==> src/rtl/bpfa_pkg.sv <==
// Shared constants, codes and types of the bitmap page frame allocator.
// Used by bpfa_ctrl, bpfa_dpath and bitmap_page_frame_allocator_unit.
package bpfa_pkg;

    // Bitmap geometry
    localparam int MAX_FRAMES  = 65536;
    localparam int WORD_BITS   = 64;
    localparam int WORD_COUNT  = (MAX_FRAMES + WORD_BITS - 1) / WORD_BITS;
    localparam int WORD_AW     = $clog2(WORD_COUNT);
    localparam int BIT_AW      = $clog2(WORD_BITS);

    // Field widths
    localparam int MODE_W      = 2;
    localparam int STATUS_W    = 2;
    localparam int FRAME_W     = 16;
    localparam int COUNT_W     = 17;
    localparam int LIMIT_W     = 17;
    localparam int PAGE_SHIFT  = 12;
    localparam int ADDR_W      = 28;

    // Request modes
    localparam logic [MODE_W-1:0] MODE_FREE    = 2'd0;
    localparam logic [MODE_W-1:0] MODE_RESERVE = 2'd1;
    localparam logic [MODE_W-1:0] MODE_ALLOC   = 2'd2;
    localparam logic [MODE_W-1:0] MODE_NONE    = 2'd3;

    // Result status codes
    localparam logic [STATUS_W-1:0] ST_DONE     = 2'd0;
    localparam logic [STATUS_W-1:0] ST_NO_FRAME = 2'd1;
    localparam logic [STATUS_W-1:0] ST_RANGE    = 2'd2;

    typedef struct packed {
        logic [MODE_W-1:0]  mode;
        logic [FRAME_W-1:0] first_frame;
        logic [COUNT_W-1:0] frame_count;
    } t_in_item;

    typedef struct packed {
        logic [STATUS_W-1:0] status;
        logic [ADDR_W-1:0]   frame_address;
    } t_out_item;

    // Controller to datapath
    typedef struct packed {
        logic                load;
        logic                issue;
        logic                wr;
        logic                clr;
        logic                out_load;
        logic [STATUS_W-1:0] status;
    } t_ctl_cmd;

    // Datapath to controller
    typedef struct packed {
        logic [MODE_W-1:0] mode;
        logic              range_err;
        logic              empty;
        logic              issue_over;
        logic              clr_last;
        logic              rd_vld;
        logic              rd_last;
        logic              found;
        logic              out_free;
    } t_ctl_sts;

endpackage

==> src/rtl/bpfa_ctrl.sv <==
// Sequencer of the bitmap page frame allocator: clearing pass, request
// decode, word scan and result hand-off. Depends on bpfa_pkg.
module bpfa_ctrl (
    input  logic               i_clk,
    input  logic               i_rst_n,
    input  logic               i_in_valid,
    output logic               o_in_ready,
    input  bpfa_pkg::t_ctl_sts i_sts,
    output bpfa_pkg::t_ctl_cmd o_cmd
);
    import bpfa_pkg::*;

    typedef enum logic [4:0] {
        S_CLEAR  = 5'b00001,
        S_IDLE   = 5'b00010,
        S_DECIDE = 5'b00100,
        S_SCAN   = 5'b01000,
        S_RESULT = 5'b10000
    } t_state;

    t_state              r_state, n_state;
    logic [STATUS_W-1:0] r_status, n_status;
    logic                is_alloc;
    logic                scan_hit;
    logic                scan_end;

    assign is_alloc = (i_sts.mode == MODE_ALLOC);
    assign scan_hit = i_sts.rd_vld && i_sts.found;
    assign scan_end = i_sts.rd_vld && i_sts.rd_last;
    assign o_in_ready = (r_state == S_IDLE);

    // Next state and commands
    always_comb begin
        n_state  = r_state;
        n_status = r_status;
        o_cmd    = '0;
        o_cmd.status = r_status;
        case (r_state)
            S_CLEAR: begin
                o_cmd.clr = 1'b1;
                if (i_sts.clr_last) begin
                    n_state = S_IDLE;
                end
            end
            S_IDLE: begin
                if (i_in_valid) begin
                    o_cmd.load = 1'b1;
                    n_state    = S_DECIDE;
                end
            end
            S_DECIDE: begin
                if (i_sts.mode == MODE_NONE) begin
                    n_status = ST_DONE;
                    n_state  = S_RESULT;
                end else if (!is_alloc && i_sts.range_err) begin
                    n_status = ST_RANGE;
                    n_state  = S_RESULT;
                end else if (i_sts.empty) begin
                    n_status = is_alloc ? ST_NO_FRAME : ST_DONE;
                    n_state  = S_RESULT;
                end else begin
                    n_state = S_SCAN;
                end
            end
            S_SCAN: begin
                if (is_alloc) begin
                    if (scan_hit) begin
                        o_cmd.wr = 1'b1;
                        n_status = ST_DONE;
                        n_state  = S_RESULT;
                    end else if (scan_end) begin
                        n_status = ST_NO_FRAME;
                        n_state  = S_RESULT;
                    end else begin
                        o_cmd.issue = !i_sts.issue_over;
                    end
                end else begin
                    o_cmd.wr = i_sts.rd_vld;
                    if (scan_end) begin
                        n_status = ST_DONE;
                        n_state  = S_RESULT;
                    end else begin
                        o_cmd.issue = !i_sts.issue_over;
                    end
                end
            end
            S_RESULT: begin
                if (i_sts.out_free) begin
                    o_cmd.out_load = 1'b1;
                    n_state        = S_IDLE;
                end
            end
            default: begin
                n_state = S_IDLE;
            end
        endcase
    end

    // State register
    always_ff @(posedge i_clk) begin
        if (!i_rst_n) begin
            r_state <= S_CLEAR;
        end else begin
            r_state <= n_state;
        end
    end

    // Status register
    always_ff @(posedge i_clk) begin
        r_status <= n_status;
    end

    // An allocation writes one word and then stops scanning
    a_alloc_single_write: assert property (@(posedge i_clk) disable iff (!i_rst_n)
        (o_cmd.wr && is_alloc) |=> (r_state == S_RESULT))
        else $error("allocation kept scanning after its write");

    // No new request is taken while the clearing pass runs
    a_no_load_in_clear: assert property (@(posedge i_clk) disable iff (!i_rst_n)
        o_cmd.clr |-> !o_cmd.load)
        else $error("request taken during clearing pass");

endmodule

==> config.mk <==
export PLATFORM = sky130hd
export DESIGN_NAME = bpfa_ctrl
export DESIGN_NICKNAME = d
export VERILOG_FILES = /design/src/rtl/bpfa_pkg.sv /design/src/rtl/bpfa_ctrl.sv
export SDC_FILE = /design/constraint.sdc
export NUM_CORES = 1
export LEC_CHECK = 0
export ABC_CLOCK_PERIOD_IN_PS = 3100
export BUFFER_PORTS_ARGS = -buffer_cell sky130_fd_sc_hd__buf_4
export CORE_UTILIZATION = 35
export DETAILED_ROUTE_END_ITERATION = 16
export SYNTH_ARGS = -nofsm -noshare
export SYNTH_HDL_FRONTEND = slang
export SYNTH_SLANG_ARGS = --single-unit
==> constraint.sdc <==
create_clock -name i_clk -period 3.1 [get_ports i_clk]
set_clock_uncertainty 0.15 [all_clocks]
set_input_delay 0.62 -clock i_clk [delete_from_list [all_inputs] [get_ports i_clk]]
set_output_delay 0.62 -clock i_clk [all_outputs]
set_load 0.02 [all_outputs]
Word-level counts from Yosys, hierarchy flattened --
Cells that the tools add are included.
Operators by class: multiplexer cells 29, reductions and logical operators 8, equal/unequal tests 13
Operators by type and width (count):
- $mux W5 | 9
- $pmux W5 S5 | 1
- $mux W2 | 9
- $mux W1 | 9
- $ne A2 B2 Y1 const B | 3
- $ne A3 B3 Y1 const B | 2
- $eq A5 B1 Y1 const B | 1
- $eq A5 B2 Y1 const B | 1
- $eq A5 B3 Y1 const B | 1
- $eq A5 B4 Y1 const B | 1
- $eq A5 B5 Y1 const B | 1
- $eq A2 B2 Y1 const B | 2
- $ne A4 B4 Y1 const B | 1
- $pmux W2 S2 | 1
- $reduce_and A4 Y1 | 1
- $logic_and A1 B1 Y1 | 3
- $reduce_and A3 Y1 | 1
- $logic_not A1 Y1 | 2
- $reduce_bool A2 Y1 | 1
Storage, ports and cells: word-level logic and storage cells 52, output and inout port bits 8, bits in registers 7

Depth between registers and ports, before layout --
depth in word-level cells 6, mapped depth 4, gate-level depth less buffers 4

Least setup slack after synthesis --
OpenSTA, ideal clock, no wires.
kind input to output, start in i_sts[9] in the netlist's numbering, end out o_cmd[5] in the netlist's numbering, path slack 0.916 ns, data arrival time 1.414 ns, stages on the path 4, required time 2.330 ns, path through nor2b_1 a21o_1 a21oi_1 nor2b_1
RTL lines:
- from (decl) | RTL line bpfa_ctrl.sv:8 | input bpfa_pkg::t_ctl_sts i_sts,
- to (decl) | RTL line bpfa_ctrl.sv:9 | output bpfa_pkg::t_ctl_cmd o_cmd

==> results.cfg <==
[status]
status = finished, final reports clean

[min_path]
min_path_cells = 2
hold_class = input pin to flip-flop

[timing]
rsz0062_at_grt = no
tns_ns = 0
final_hold_viol_count = 0
relSlewSlack_pct = 83.2
fin_crit_ns = 2.29
fmax_mhz = 437
timing.hold.ws_ns = 0.436
finalCritPeriodShare_pct = 73.7
worst_slew_pin_slew_ns = 0.252
finalSetupViolations = 0
slew_violations = 0

[global_route]
grt_overflow = 0
grt_pass1_wl_mm = 1.52
grt_max_degree = 8
antenna_found_initial = 0
grt_pass1_vias = 356
grt_use_total_pct = 16.4

[yosys]
synthMuxAreaShare_pct = 0
ys.flop_type = dfxtp_1
synth-compound-area-share_pct = 27.0
yosys.area_share.simple_pct = 36.5
synth_top_family_by_area = simple AND/OR/NAND/NOR gates
synthCells = 48
synth-xor-area-share_pct = 0
yosysUniqueCellTypes = 31
async_flop_share_pct = 0
syn_nets = 61
yosysWarnings = 0
synth_seq_area_share_pct = 34.9
synth_area_per_cell_sq_um = 9.57
synth-seq-cells = 7
synth_fa_ha_area_share_pct = 0
syn-cell-area_sq_um = 459
synth-edff-count = 2

[drt]
vias = 454
via_per_inst = 5.28
wl_met2_microns = 399
drt-pass1-iter-count = 4
drcViolationCount = 0
wl_microns = 954
routedWlPerCell_microns = 11.1
wl_met3_microns = 65
highest_layer = met4
drt-met1-wl_microns = 463
final_antenna_net_count = 0
drt-initial-drc-count = 12

[setup_path]
crit_chain = buf_4, nor2b_1, a21o_1, a21oi_1, nor2b_1, buf_4
critPathBufInv = 2
critPathTopFamily = compound AO/OA/AOI/OAI gates
slowest_delay_ns = 0.17
worst-r2r-cell-count = 4
cp.arrival_ns = 1.52
crit_slowest_cell = a21o_1
setup.worst_path.class = input pin to output port
cp.required_ns = 2.33
crit_path_end_kind = output port
cp_max_fo = 5
cp_num_cells = 6
crit_path_start_kind = input pin

[clock_tree]
clockBufferDepth = 2
cts_resized = 0
cts_buffers = 3
cts_max_level = 1
cts_tree = built
cts_root_buffer = clkbuf_4
clk_pin_slew_ns = 0.05
insertion_delay_ns = 0.26
holdBufCountCts = 0
post_cts_buffers = 0
cts_sinks = 7

[finish]
multi_input_area_sq_um = 292
final_cell_mix = buf_4 (20), nor2_1 (6), dfxtp_1 (5)
nFillCells = 102
layout-drive-gt1-share_pct = 44.4
regArea_sq_um = 160
layout_commonest_cell = buf_4
post-route-util_pct = 56.5
nNetsFinal = 86
diodes = 0
syn2layout_area_growth_pct = 42.2

[place]
dp_hpwl_microns = 767
place.gp.congestion = 0.733
portBuffers = 20

[pwr]
vdd_drop_max_mv = 0.313
p_leak_nw = 0.300
power_mw = 0.247
powerDensity_nw_per_um2 = 378

[floorplan]
die_w_microns = 38.2
core_sq_um = 1160
die_h_microns = 38.2
row_count = 12
dieArea_sq_um = 1460
ios = 21
initial_utilization_pct = 39.7

[flow_run]
drv_cap = 0
synthesized netlist by cell type (2+ instances only):
library cell  count  share of area, %
nor2b_1           3               4.1
nor3_1            2               2.2
nor2_1            6               4.9
edfxtp_1          2                13
a21oi_1           4               4.4
inv_1             2               1.6
dfxtp_1           5                22
cells by family after synthesis:
logic type / Yosys count
compound gates: 14
buf+inv: 2
flops: 7
simple gates: 25
registers in the layout, summed over array words and instances, names as in the netlist:
signal / count
r_status: 2
r_state: 5
area by class of cell:
cell class              instances  share of cell area, %
multi-input cells              39                   44.6
inverters                       2                   1.15
clock buffers                   4                   4.02
repair buffers                 20                   23.0
flip-flops and latches          7                   24.5
well taps                      14                   2.68
metal layers:
| layer | GRT usage (%) | up-vias |
|---|---|---|
| li1 | - | 231 |
| met1 | 19.9 | 203 |
| met2 | 20.8 | 14 |
| met3 | 10.5 | 6 |
| met4 | 10.7 | 0 |
| met5 | 0 | - |
metrics by stage:
step / cell area, sq um / instances / worst slack [ns]
detailed placement: 627 / 82 / 0.817
global route: 653 / 86 / 0.747
global placement: 627 / 82 / 0.821
CTS: 653 / 86 / 0.807
floorplan: 459 / 48 / 0.916
finish: 653 / 86 / 0.814
worst reg2reg max path: cells and delay by family (launching register included):
family                 cells  cell delay (ns)
AND/OR/NAND/NOR            2             0.42
flip-flops                 1             0.35
AO/OA/AOI/OAI              1             0.23
buffers and inverters      1             0.10
final timing paths:
kind,from,to,slack (ns)
min,i_sts[4],r_state[0],0.44
max,i_sts[9],o_cmd[5],0.81
min reg2reg,r_state[0],r_state[0],0.45
max reg2reg,r_state[4],r_status[0],1.58
power by group:
group	internal [mW]	switching, mW	total, mW
combinational	0.0315	0.0284	0.0600
clock	0.0491	0.0335	0.0826
sequential	0.0985	0.00601	0.104
Note: power is estimated with default switching activity, not from simulation.
